## src/rtl/rmsa_pkg.sv

```systemverilog
// ----------------------------------------------------------------------------
// rmsa_pkg
// Shared widths, types and helpers of the ranged moving-sum ammeter.
// ----------------------------------------------------------------------------
package rmsa_pkg;

	localparam int WINDOW_LEN  = 8;
	localparam int PTR_W       = (WINDOW_LEN > 1) ? $clog2(WINDOW_LEN) : 1;
	localparam int SAMPLE_W    = 10;
	localparam int SLOT_W      = 7;
	localparam int SLOT_MAX    = 99;
	localparam int TOTAL_W     = $clog2(SLOT_MAX * WINDOW_LEN + 1);
	localparam int SCALE_W     = 6;
	localparam int CURRENT_W   = 16;
	localparam int PROD_W      = (TOTAL_W + SCALE_W > CURRENT_W) ? TOTAL_W + SCALE_W
	                                                             : CURRENT_W + 1;
	localparam int RANGE_W     = 2;
	localparam int GAIN        = 100;
	localparam int GAIN_W      = 7;
	localparam int GAIN_SHIFT  = 10;
	localparam int FULL_UNITS  = 80;
	localparam int SCALED_MAX  = 65535;

	typedef enum logic {
		OP_SAMPLE = 1'b0,
		OP_RANGE  = 1'b1
	} op_t;

	typedef enum logic [RANGE_W-1:0] {
		RANGE_10 = 2'd0,
		RANGE_20 = 2'd1,
		RANGE_40 = 2'd2,
		RANGE_50 = 2'd3
	} range_t;

	typedef struct packed {
		logic               valid;
		logic [TOTAL_W-1:0] total;
		logic [RANGE_W-1:0] range_sel;
	} win_res_t;

	function automatic logic [SCALE_W-1:0] scale_of(input logic [RANGE_W-1:0] r);
		logic [SCALE_W-1:0] s;
		unique case (r)
			RANGE_10: s = SCALE_W'(10);
			RANGE_20: s = SCALE_W'(20);
			RANGE_40: s = SCALE_W'(40);
			RANGE_50: s = SCALE_W'(50);
			default:  s = SCALE_W'(10);
		endcase
		return s;
	endfunction

endpackage

```

## src/rtl/rmsa_if.sv

```systemverilog
// ----------------------------------------------------------------------------
// rmsa_req_if / rmsa_rsp_if
// Valid/ready channels for converter items and ammeter results.
// ----------------------------------------------------------------------------
interface rmsa_req_if;
	logic                          valid;
	logic                          ready;
	logic                          op;
	logic [rmsa_pkg::SAMPLE_W-1:0] sample;
	modport source (output valid, output op, output sample, input ready);
	modport sink   (input valid, input op, input sample, output ready);
endinterface

interface rmsa_rsp_if;
	logic                           valid;
	logic                           ready;
	logic [rmsa_pkg::CURRENT_W-1:0] scaled_current;
	logic                           full_scale;
	logic [rmsa_pkg::RANGE_W-1:0]   range_select;
	modport source (output valid, output scaled_current, output full_scale,
	                output range_select, input ready);
	modport sink   (input valid, input scaled_current, input full_scale,
	                input range_select, output ready);
endinterface

```

## src/rtl/ranged_moving_sum_ammeter_top.sv

```systemverilog
// ----------------------------------------------------------------------------
// ranged_moving_sum_ammeter_top
// Moving-sum ammeter with an eight-slot sample ring and four current ranges.
// ----------------------------------------------------------------------------
// req carries op and sample; op sample scales the reading to 0..99 and
// replaces the oldest ring slot, op range steps the range 10/20/40/50 and
// clears the window. Every req beat gives exactly one rsp beat with the
// window total times the range scale (saturated to 16 bits), the full-scale
// flag (total at least 80) and the range select.
// A req beat is held in the stage-1 registers, then in the result register,
// which drives its rsp beat.
// Throughput: one beat per cycle while rsp is not held; the ring slot goes
// through a RAM read in the accept cycle and is written back in the update
// stage, with the running total updated in that same stage.
// Reset: all control state clears at once; ring slots are marked empty by
// per-slot valid bits, so no clearing pass is needed and req is ready
// directly after reset.
// Stall: when rsp is held, the result register and the update stage both
// hold; at most one more req beat is taken while a result waits, then ready
// drops.
// ----------------------------------------------------------------------------
module ranged_moving_sum_ammeter_top (
	input  logic       clk,
	input  logic       arst_n,
	rmsa_req_if.sink   req,
	rmsa_rsp_if.source rsp
);

	rmsa_pkg::win_res_t             res;
	logic                           out_adv;
	logic                           vld_s2;
	logic [rmsa_pkg::TOTAL_W-1:0]   total_s2;
	logic [rmsa_pkg::RANGE_W-1:0]   range_s2;
	logic [rmsa_pkg::PROD_W-1:0]    prod;

	assign out_adv = !vld_s2 || rsp.ready;

	rmsa_window u_window (
		.clk   (clk),
		.arst_n(arst_n),
		.req   (req),
		.adv   (out_adv),
		.res   (res)
	);

	always_ff @(posedge clk or negedge arst_n) begin
		if (!arst_n) begin
			vld_s2 <= 1'b0;
		end else if (out_adv) begin
			vld_s2 <= res.valid;
		end
	end

	always_ff @(posedge clk) begin
		if (out_adv && res.valid) begin
			total_s2 <= res.total;
			range_s2 <= res.range_sel;
		end
	end

	assign prod = rmsa_pkg::PROD_W'(total_s2)
	            * rmsa_pkg::PROD_W'(rmsa_pkg::scale_of(range_s2));

	assign rsp.valid          = vld_s2;
	assign rsp.scaled_current = (prod > rmsa_pkg::PROD_W'(rmsa_pkg::SCALED_MAX))
	                          ? rmsa_pkg::CURRENT_W'(rmsa_pkg::SCALED_MAX)
	                          : prod[rmsa_pkg::CURRENT_W-1:0];
	assign rsp.full_scale     = (total_s2 >= rmsa_pkg::TOTAL_W'(rmsa_pkg::FULL_UNITS));
	assign rsp.range_select   = range_s2;

endmodule

```

## src/rtl/rmsa_ring_ram.sv

```systemverilog
// ----------------------------------------------------------------------------
// rmsa_ring_ram
// Simple dual-port RAM, one write and one registered read per cycle.
// ----------------------------------------------------------------------------
module rmsa_ring_ram #(
	parameter int DEPTH  = 8,
	parameter int WIDTH  = 7,
	parameter int ADDR_W = (DEPTH > 1) ? $clog2(DEPTH) : 1
) (
	input  logic              clk,
	input  logic              we,
	input  logic [ADDR_W-1:0] waddr,
	input  logic [WIDTH-1:0]  wdata,
	input  logic              re,
	input  logic [ADDR_W-1:0] raddr,
	output logic [WIDTH-1:0]  rdata
);

	logic [WIDTH-1:0] mem [DEPTH];

	always_ff @(posedge clk) begin
		if (we) begin
			mem[waddr] <= wdata;
		end
	end

	always_ff @(posedge clk) begin
		if (re) begin
			rdata <= mem[raddr];
		end
	end

endmodule

```

## src/rtl/rmsa_window.sv

```systemverilog
// ----------------------------------------------------------------------------
// rmsa_window
// Ring slot read-modify-write and running window total.
// ----------------------------------------------------------------------------
module rmsa_window (
	input  logic                 clk,
	input  logic                 arst_n,
	rmsa_req_if.sink             req,
	input  logic                 adv,
	output rmsa_pkg::win_res_t   res
);

	logic                            acc;
	logic                            s1_vld_s1;
	logic                            op_s1;
	logic [rmsa_pkg::SLOT_W-1:0]     scaled_s1;
	logic [rmsa_pkg::PTR_W-1:0]      ptr_s1;
	logic [rmsa_pkg::PTR_W-1:0]      ptr_q;
	logic [rmsa_pkg::PTR_W-1:0]      ptr_nxt;
	logic [rmsa_pkg::TOTAL_W-1:0]    total_q;
	logic [rmsa_pkg::TOTAL_W-1:0]    total_nxt;
	logic [rmsa_pkg::RANGE_W-1:0]    range_q;
	logic [rmsa_pkg::RANGE_W-1:0]    range_nxt;
	logic [rmsa_pkg::WINDOW_LEN-1:0] slot_vld_q;
	logic [rmsa_pkg::SLOT_W-1:0]     rd_data;
	logic [rmsa_pkg::SLOT_W-1:0]     old_slot;
	logic [rmsa_pkg::SAMPLE_W+rmsa_pkg::GAIN_W-1:0] gain_prod;
	logic                            upd;

	assign req.ready = !s1_vld_s1 || adv;
	assign acc       = req.valid && req.ready;
	assign upd       = s1_vld_s1 && adv;

	assign ptr_nxt   = (ptr_q == rmsa_pkg::PTR_W'(rmsa_pkg::WINDOW_LEN - 1))
	                 ? '0 : ptr_q + rmsa_pkg::PTR_W'(1);
	assign gain_prod = (rmsa_pkg::SAMPLE_W+rmsa_pkg::GAIN_W)'(req.sample)
	                 * (rmsa_pkg::SAMPLE_W+rmsa_pkg::GAIN_W)'(rmsa_pkg::GAIN);

	rmsa_ring_ram #(
		.DEPTH (rmsa_pkg::WINDOW_LEN),
		.WIDTH (rmsa_pkg::SLOT_W),
		.ADDR_W(rmsa_pkg::PTR_W)
	) u_ram (
		.clk  (clk),
		.we   (upd && (op_s1 == rmsa_pkg::OP_SAMPLE)),
		.waddr(ptr_s1),
		.wdata(scaled_s1),
		.re   (acc && (req.op == rmsa_pkg::OP_SAMPLE)),
		.raddr(ptr_nxt),
		.rdata(rd_data)
	);

	// slots cleared by a range change read as zero
	assign old_slot = slot_vld_q[ptr_s1] ? rd_data : '0;

	always_comb begin
		if (op_s1 == rmsa_pkg::OP_RANGE) begin
			total_nxt = '0;
			range_nxt = range_q + rmsa_pkg::RANGE_W'(1);
		end else begin
			total_nxt = total_q - rmsa_pkg::TOTAL_W'(old_slot)
			          + rmsa_pkg::TOTAL_W'(scaled_s1);
			range_nxt = range_q;
		end
	end

	assign res.valid     = s1_vld_s1;
	assign res.total     = total_nxt;
	assign res.range_sel = range_nxt;

	always_ff @(posedge clk or negedge arst_n) begin
		if (!arst_n) begin
			s1_vld_s1  <= 1'b0;
			ptr_q      <= '0;
			total_q    <= '0;
			range_q    <= '0;
			slot_vld_q <= '0;
		end else begin
			if (acc) begin
				s1_vld_s1 <= 1'b1;
			end else if (adv) begin
				s1_vld_s1 <= 1'b0;
			end
			if (acc && (req.op == rmsa_pkg::OP_SAMPLE)) begin
				ptr_q <= ptr_nxt;
			end
			if (upd) begin
				total_q <= total_nxt;
				range_q <= range_nxt;
				if (op_s1 == rmsa_pkg::OP_RANGE) begin
					slot_vld_q <= '0;
				end else begin
					slot_vld_q[ptr_s1] <= 1'b1;
				end
			end
		end
	end

	always_ff @(posedge clk) begin
		if (acc) begin
			op_s1     <= req.op;
			scaled_s1 <= gain_prod[rmsa_pkg::GAIN_SHIFT +: rmsa_pkg::SLOT_W];
			ptr_s1    <= ptr_nxt;
		end
	end

endmodule

```

## src/flat_wrapper.sv

```systemverilog
// flat-port wrapper written by rule: the top's interface ports become plain ports
module ranged_moving_sum_ammeter_top_flat 
  (clk, arst_n, req_valid, req_op, req_sample, req_ready, rsp_valid, rsp_scaled_current, rsp_full_scale, rsp_range_select, rsp_ready);
  rmsa_req_if req_i ();
  rmsa_rsp_if rsp_i ();
  input  logic clk;
  input  logic arst_n;
  input wire logic [$bits(req_i.valid)-1:0] req_valid;
  input wire logic [$bits(req_i.op)-1:0] req_op;
  input wire logic [$bits(req_i.sample)-1:0] req_sample;
  output wire logic [$bits(req_i.ready)-1:0] req_ready;
  output wire logic [$bits(rsp_i.valid)-1:0] rsp_valid;
  output wire logic [$bits(rsp_i.scaled_current)-1:0] rsp_scaled_current;
  output wire logic [$bits(rsp_i.full_scale)-1:0] rsp_full_scale;
  output wire logic [$bits(rsp_i.range_select)-1:0] rsp_range_select;
  input wire logic [$bits(rsp_i.ready)-1:0] rsp_ready;
  assign req_i.valid = req_valid;
  assign req_i.op = req_op;
  assign req_i.sample = req_sample;
  assign req_ready = req_i.ready;
  assign rsp_valid = rsp_i.valid;
  assign rsp_scaled_current = rsp_i.scaled_current;
  assign rsp_full_scale = rsp_i.full_scale;
  assign rsp_range_select = rsp_i.range_select;
  assign rsp_i.ready = rsp_ready;
  ranged_moving_sum_ammeter_top u_core (.clk(clk), .arst_n(arst_n), .req(req_i), .rsp(rsp_i));
endmodule
```

## config.mk

```make
export PLATFORM = sky130hd
export DESIGN_NAME = ranged_moving_sum_ammeter_top_flat
export DESIGN_NICKNAME = d
export VERILOG_FILES = /design/src/rtl/rmsa_pkg.sv /design/src/rtl/rmsa_if.sv /design/src/rtl/ranged_moving_sum_ammeter_top.sv /design/src/rtl/rmsa_ring_ram.sv /design/src/rtl/rmsa_window.sv /design/src/flat_wrapper.sv
export SDC_FILE = /design/constraint.sdc
export NUM_CORES = 1
export LEC_CHECK = 0
export BUFFER_PORTS_ARGS = -buffer_cell sky130_fd_sc_hd__buf_2
export CORE_MARGIN = 5
export CORE_UTILIZATION = 63
export DETAILED_ROUTE_END_ITERATION = 12
export GPL_TIMING_DRIVEN = 1
export PLACE_DENSITY = 0.82
export SYNTH_ARGS = -nofsm -noshare
export SYNTH_HDL_FRONTEND = slang
export SYNTH_SLANG_ARGS = --single-unit
```

## constraint.sdc

```tcl
create_clock -name clk -period 5.76 [get_ports clk]
set_clock_uncertainty 0.1 [all_clocks]
set_input_delay 0.288 -clock clk [delete_from_list [all_inputs] [get_ports clk]]
set_output_delay 0.288 -clock clk [all_outputs]
set_load 0.01 [all_outputs]
```

; Yosys cells after proc, flatten, opt, wreduce, memory -nomap -nowiden
; Memories as Yosys holds them, arrays and structs flattened. A register that Yosys moved wholly into a read port is not among the register bits.
; Index checks and enable logic that the tools add are counted.
[totals]
reg_bits = 48
latchBits = 0
ramBits = 56
romBits = 0
input_bits = 15
out_inout_bits = 21
word_cells = 55
memories = 1
[classes]
addsub = 4
multipliers = 2
div_mod_pow = 0
n_lt_le_gt_ge = 4
eq_ne = 4
shifts = 0
mux = 15
bitwise = 3
n_reduce_logical = 11
[mem_list]
columns = name, depth, width, read_ports, rd_clocked_by_memory_dff, write_ports, line
row1 = u_core.u_window.u_ram.mem, 8, 7, 1, 1, 1, rmsa_ring_ram.sv:19  ; logic [WIDTH-1:0] mem [DEPTH];
[op_table]
columns = operator, n
row1 = 6-bit one-hot mux with 4 select lines, 1
row2 = "16-bit greater-than comparator, second input constant", 1
row3 = 10-bit by 6-bit multiplier with 16-bit output, 1
row4 = 16-bit two-way mux, 1
row5 = "10-bit by 5-bit multiplier with 15-bit output, second input constant", 1
row6 = 10-bit by 7-bit adder with 10-bit output, 1
row7 = "10-bit by 7-bit greater-or-equal comparator with 1-bit output, second input constant", 1
row8 = 10-bit two-way mux, 1
row9 = 10-bit by 7-bit subtractor with 10-bit output, 1
row10 = 8-bit two-way mux, 1
row11 = 8-bit OR, 1
row12 = 7-bit two-way mux, 1
row13 = 1-bit two-way mux, 6
row14 = 1-bit logical AND, 5
row15 = "2-bit == test, second input constant", 2
row16 = "3-bit by 4-bit < comparator with 1-bit output, second input constant", 1
row17 = "3-bit by 1-bit adder with 3-bit output, second input constant", 1
row18 = 1-bit binary-select mux with 3-bit select, 1
row19 = 1-bit demux with 3-bit select, 1
row20 = "3-bit == test, second input constant", 1
row21 = "3-bit by 1-bit greater-or-equal comparator with 1-bit output, second input constant", 1
row22 = 3-bit two-way mux, 1
row23 = "2-bit by 1-bit adder with 2-bit output, second input constant", 1
row24 = "2-bit by 1-bit == test with 1-bit output, second input constant", 1
row25 = 6 further kinds, 9

; Longest topological paths before layout
[logic_depth]
word_depth = 6
mapped_depth = 19
ltp_nobuf = 18

; Cells and area by module
; A second synthesis with hierarchy kept.
[unflattened]
hier_cells = 613
area_unflattened_um2 = 7459.7
[modules_own_cells]
columns = module, n_inst, cells_per_inst, area_each_um2, seq_area_each_um2
row1 = rmsa_window, 1, 283, 2832.7, 930.9
row2 = rmsa_ring_ram, 1, 101, 2436.1, 1891.8
row3 = ranged_moving_sum_ammeter_top, 1, 229, 2190.9, 385.4

; Worst setup path before layout
; Ideal clock, no wire load.
[synth_timing]
kind = register -> output
from = reg u_core.range_s2, in the netlist u_core.rsp.range_select[0]
to = out rsp_scaled_current[14]
arrival_time_ns = 4.625
required_ns = 5.372
slack_ns = 0.747
path_stages_with_launch = 18
path_buffers = 1
path_cell_list = edfxtp_1 clkbuf_1 inv_1 ha_1 nor2_1 and2_1 fa_1 fa_1 inv_1 fa_1 inv_1 ha_1 nor2b_1 o21ai_1 a21o_1 a31oi_1 or4b_1 nand3_1
[synth_between]
elab_chain_cells = 5
word_cells_on_any_way = 8
cone_classes = mul: 1 / order compare: 1 / eq/ne: 3 / mux: 2 / reduce/logical: 1
[synth_lines]
columns = element, line
row1 = start: declaration, ranged_moving_sum_ammeter_top.sv:33  ; logic [rmsa_pkg::RANGE_W-1:0] range_s2;
row2 = start signal: assignment, ranged_moving_sum_ammeter_top.sv:57  ; range_s2 <= res.range_sel;
row3 = "2-bit == test, or another cell as far along", rmsa_pkg.sv:44  ; unique case (r)
row4 = 6-bit one-hot mux with 4 select lines (*), rmsa_pkg.sv:44
row5 = 10-bit by 6-bit multiplier with 16-bit output (*), ranged_moving_sum_ammeter_top.sv:62  ; * rmsa_pkg::PROD_W'(rmsa_pkg::scale_of(range_s2));
row6 = 16-bit greater-than comparator, ranged_moving_sum_ammeter_top.sv:65  ; assign rsp.scaled_current = (prod > rmsa_pkg::PROD_W'(rmsa_pkg::SCALED_MAX))
row7 = 16-bit two-way mux (*), ranged_moving_sum_ammeter_top.sv:66  ; ? rmsa_pkg::CURRENT_W'(rmsa_pkg::SCALED_MAX)
row8 = end: declaration, flat_wrapper.sv:13  ; output wire logic [$bits(rsp_i.scaled_current)-1:0] rsp_scaled_current;
; Every way passes the cells marked *; elsewhere a longest branch is shown, timed or not. The select of a mux whose other input is x is not followed.

; Worst setup path after layout
; Ends and elaborated chain as after synthesis.

==> results.md <==
* Outcome: finished, final reports clean
* GRT overflow at 0
* Total number of H-tree levels at 3
* Area of combinational cells with multiple inputs at 3760 um^2
* Reg2reg setup slack at 1.36 ns
* Dominant cells by area after synthesis: sky130_fd_sc_hd__edfxtp_1, sky130_fd_sc_hd__ha_1, sky130_fd_sc_hd__fa_1
* Die width at 119 um
* Total detailed-routing wirelength at 14.0 mm
* Number of non-filler instances in the completed layout at 851
* Layout Nets at 830
* Setup repair after global routing missed its margin: false
* Last weighted congestion value of the routability-driven placer at 0.868
* Final TNS setup at 0 ns
* Number of sinks driven by the clock tree at 111
* CP required at 5.37 ns
* Aggregate global-route resource usage at 0.209
* Crit Path Class: register to output pin
* Number of instances in the synthesized netlist at 670
* Number of global-route vias before repair at 5077
* Clock Path Buffers at 2
* Post-Route Utilization at 0.698
* Initial antenna violation count at 0
* Share of cells above drive strength 1 at 0.110
* Placed insts at 834
* Post-detailed-route count of antenna-violating nets at 0
* Slew HR at 0.276
* TritonCTS clock tree: built
* Reg-to-reg startpoint: u_core.u_window.ptr_s1[2]
* Seq cells post-synth at 111
* Area of the core region at 11500 um^2
* Routed len/inst at 16.5 um
* Synth warnings at 0
* Depth of the worst register-to-register path at 14
* Count of routing violations after the opening detailed-route iteration at 320
* Ratio of final minimum period to clock period at 0.938
* Storage cell area at 3210 um^2
* Placed wire-length estimate after detailed placement at 10.7 mm
* Sequential share of the synthesized area at 0.432
* Worst hold path type: primary input to register
* Fraction of post-synthesis cell area in the top cell type by area at 0.347
* Startpoint type of the worst setup path: register
* Worst slack at placement at 0.544 ns
* Startpoint of the lowest-slack hold path: req_valid
* Initial Util at 0.645
* Die ar. at 14100 um^2
* Slew Limit Fails at 0
* Clock-pin slew on the worst setup and hold paths at 0.07 ns
* Endpoint, Worst Hold: u_core.u_window.s1_vld_s1
* Leading cell type by number of instances after synthesis: sky130_fd_sc_hd__inv_1
* Slew of the pin with the lowest slew margin at 1.08 ns
* Hold depth at 2
* Post-synthesis instance area at 7430 um^2
* Area grow syn2layout at 8.13%
* Layout filler cell count at 831
* Total vias in the final route at 4928
* Count of boundary I/O pins at 36
* Number of enable-type register cells in the synthesized netlist at 86
* CP endpoint kind: output pin
* Standard-cell row count at 39
* Flip-flop cell with the highest count after synthesis: sky130_fd_sc_hd__edfxtp_1
* Clock Latency Late Sink at 0.35 ns
* Cell at the root of the clock tree: sky130_fd_sc_hd__clkbuf_16
* First-pass iteration count of the detailed router at 5
* Final-report hold violation count at 0
* Pin count of the biggest net entering global routing at 26
* Worst R2R End: u_core.total_s2[8]
* Endpoints failing setup at 0
* Crit path max fanout at 21
* Vertical die dimension at 119 um
* Top cell type by total area after synthesis: sky130_fd_sc_hd__edfxtp_1
* Max Freq at 185 MHz
* Commonest cells in the netlist: sky130_fd_sc_hd__inv_1, sky130_fd_sc_hd__edfxtp_1, sky130_fd_sc_hd__ha_1
* FFs w/ async S/R, synth at 0.225
* Avg Cell Area, Syn at 11.1 um^2
* Setup slack of the critical path after layout at 0.359 ns
* Distinct cell type count after synthesis at 57
* First-pass GRT wire length at 23.5 mm
* Number of vias per cell after detailed routing at 5.79
* Synthesized netlist net count at 797
* # DRC at 0
* CTS Buf Count at 9
* Count of buffers inserted at the top-level ports at 34
* Max-capacitance violation count at 0
* Worst EP arrival at 5.01 ns
* Antenna diode count at 0
* Final Critical Period at 5.40 ns
-- repair_timing --
item,in CTS,in global routing
endpoints found under the setup margin,0,2
hold buffers,1,0
buffers inserted,0,0
resized for setup,0,1
hold endpoints to repair,25,0
-- stage by stage --
step           hold WS [ns]  cell area, um^2
2_1_floorplan        -0.108             7430
3_3_place_gp          0.211             7730
3_5_place_dp          0.223             7730
4_1_cts              0.0387             8040
5_1_grt              0.0404             8040
6_report             0.0421             8040
-- metal layers --
| layer | vias to the layer above | GRT usage | part of all wire | routed length (um) |
|---|---|---|---|---|
| met5 | - | 0 | 0 | 0 |
| met4 | 0 | 0.102 | 0.044 | 621 |
| met3 | 52 | 0.0363 | 0.048 | 678 |
| met2 | 157 | 0.385 | 0.53 | 7490 |
| met1 | 2380 | 0.232 | 0.37 | 5220 |
| li1 | 2339 | - | - | - |
-- cell type report --
cell class,instances,area share
sequential,111,0.399
timing repair buffer,37,0.0243
inverter,107,0.0500
tap,143,0.0223
clock inverter,7,0.00809
clock buffer,9,0.0280
multi-input combinational,437,0.468
-- how the worst max path moves through the flow --
stage / to / slack, ns / cells past startpoint / start
after floorplan: rsp_scaled_current[14] / 0.75 / 17 / u_core.rsp.range_select[0]
after global placement: rsp_scaled_current[15] / 0.72 / 18 / u_core.rsp.range_select[0]
after global routing: rsp_scaled_current[15] / 0.07 / 17 / u_core.rsp.range_select[0]
after detailed placement: rsp_scaled_current[15] / 0.54 / 18 / u_core.rsp.range_select[0]
after CTS: rsp_scaled_current[15] / 0.15 / 18 / u_core.rsp.range_select[0]
final: rsp_scaled_current[14] / 0.36 / 19 / u_core.rsp.range_select[0]
-- cell families after synthesis --
logic type                 count (synthesis)  share of synthesized area
AOI/OAI and AO/OA                         88                     0.0813
xor gates and xnor gates                  27                     0.0318
adders and majority gates                112                      0.225
buffers and inverters                    122                     0.0624
DFF                                      111                      0.432
muxes                                     12                     0.0286
other                                      2                    0.00101
and+or+nand+nor                          196                      0.138
-- worst max-delay path: stages, from the launching register on --
cell and delay (ns):
sky130_fd_sc_hd__edfxtp_1 0.36, sky130_fd_sc_hd__buf_4 0.20, sky130_fd_sc_hd__inv_1 0.14, sky130_fd_sc_hd__ha_1 0.17, sky130_fd_sc_hd__nor2_1 0.05, sky130_fd_sc_hd__nor2_2 0.26, sky130_fd_sc_hd__and2_1 0.21, sky130_fd_sc_hd__fa_1 0.43
sky130_fd_sc_hd__fa_1 0.54, sky130_fd_sc_hd__inv_1 0.05, sky130_fd_sc_hd__fa_1 0.52, sky130_fd_sc_hd__inv_1 0.04, sky130_fd_sc_hd__ha_1 0.33, sky130_fd_sc_hd__nor2b_1 0.15, sky130_fd_sc_hd__o21ai_1 0.16, sky130_fd_sc_hd__a21o_1 0.17
sky130_fd_sc_hd__a31oi_1 0.14, sky130_fd_sc_hd__or4b_1 0.52, sky130_fd_sc_hd__nand3_1 0.08, sky130_fd_sc_hd__buf_2 0.13
-- layout by cell type, fill, tap and decap left out, types with 7 or more instances in the layout --
cell type | synthesis | final
sky130_fd_sc_hd__a21oi_1 | 16 | 16
sky130_fd_sc_hd__a31oi_1 | 7 | 7
sky130_fd_sc_hd__and2_1 | 27 | 27
sky130_fd_sc_hd__buf_2 | 2 | 34
sky130_fd_sc_hd__clkbuf_16 | 0 | 9
sky130_fd_sc_hd__dfrtp_1 | 25 | 25
sky130_fd_sc_hd__edfxtp_1 | 86 | 86
sky130_fd_sc_hd__fa_1 | 36 | 36
sky130_fd_sc_hd__ha_1 | 76 | 76
sky130_fd_sc_hd__inv_1 | 107 | 107
sky130_fd_sc_hd__mux4_2 | 7 | 7
sky130_fd_sc_hd__nand2_1 | 42 | 42
sky130_fd_sc_hd__nand2b_1 | 8 | 8
sky130_fd_sc_hd__nor2_1 | 44 | 43
sky130_fd_sc_hd__nor2b_1 | 36 | 36
sky130_fd_sc_hd__nor3_1 | 8 | 8
sky130_fd_sc_hd__o21ai_0 | 14 | 14
sky130_fd_sc_hd__o31ai_1 | 10 | 10
sky130_fd_sc_hd__xnor2_1 | 18 | 18
sky130_fd_sc_hd__xor2_1 | 9 | 9
-- state kept, by name, summed over array words and instances (netlist names) --
signal,cells
u_core.total_s2,10
u_core.rsp.valid,1
u_core.u_window.op_s1,1
u_core.u_window.range_q,2
u_core.u_window.scaled_s1,7
u_core.u_window.total_q,10
u_core.rsp.range_select,2
u_core.u_window.u_ram.rdata,7
u_core.u_window.s1_vld_s1,1
u_core.u_window.u_ram.mem,56
u_core.u_window.ptr_s1,3
u_core.u_window.slot_vld_q,8
u_core.u_window.ptr_q,3
Power is not shown: default switching activity piles up to over one toggle a cycle in this logic, so the estimate is an artifact.
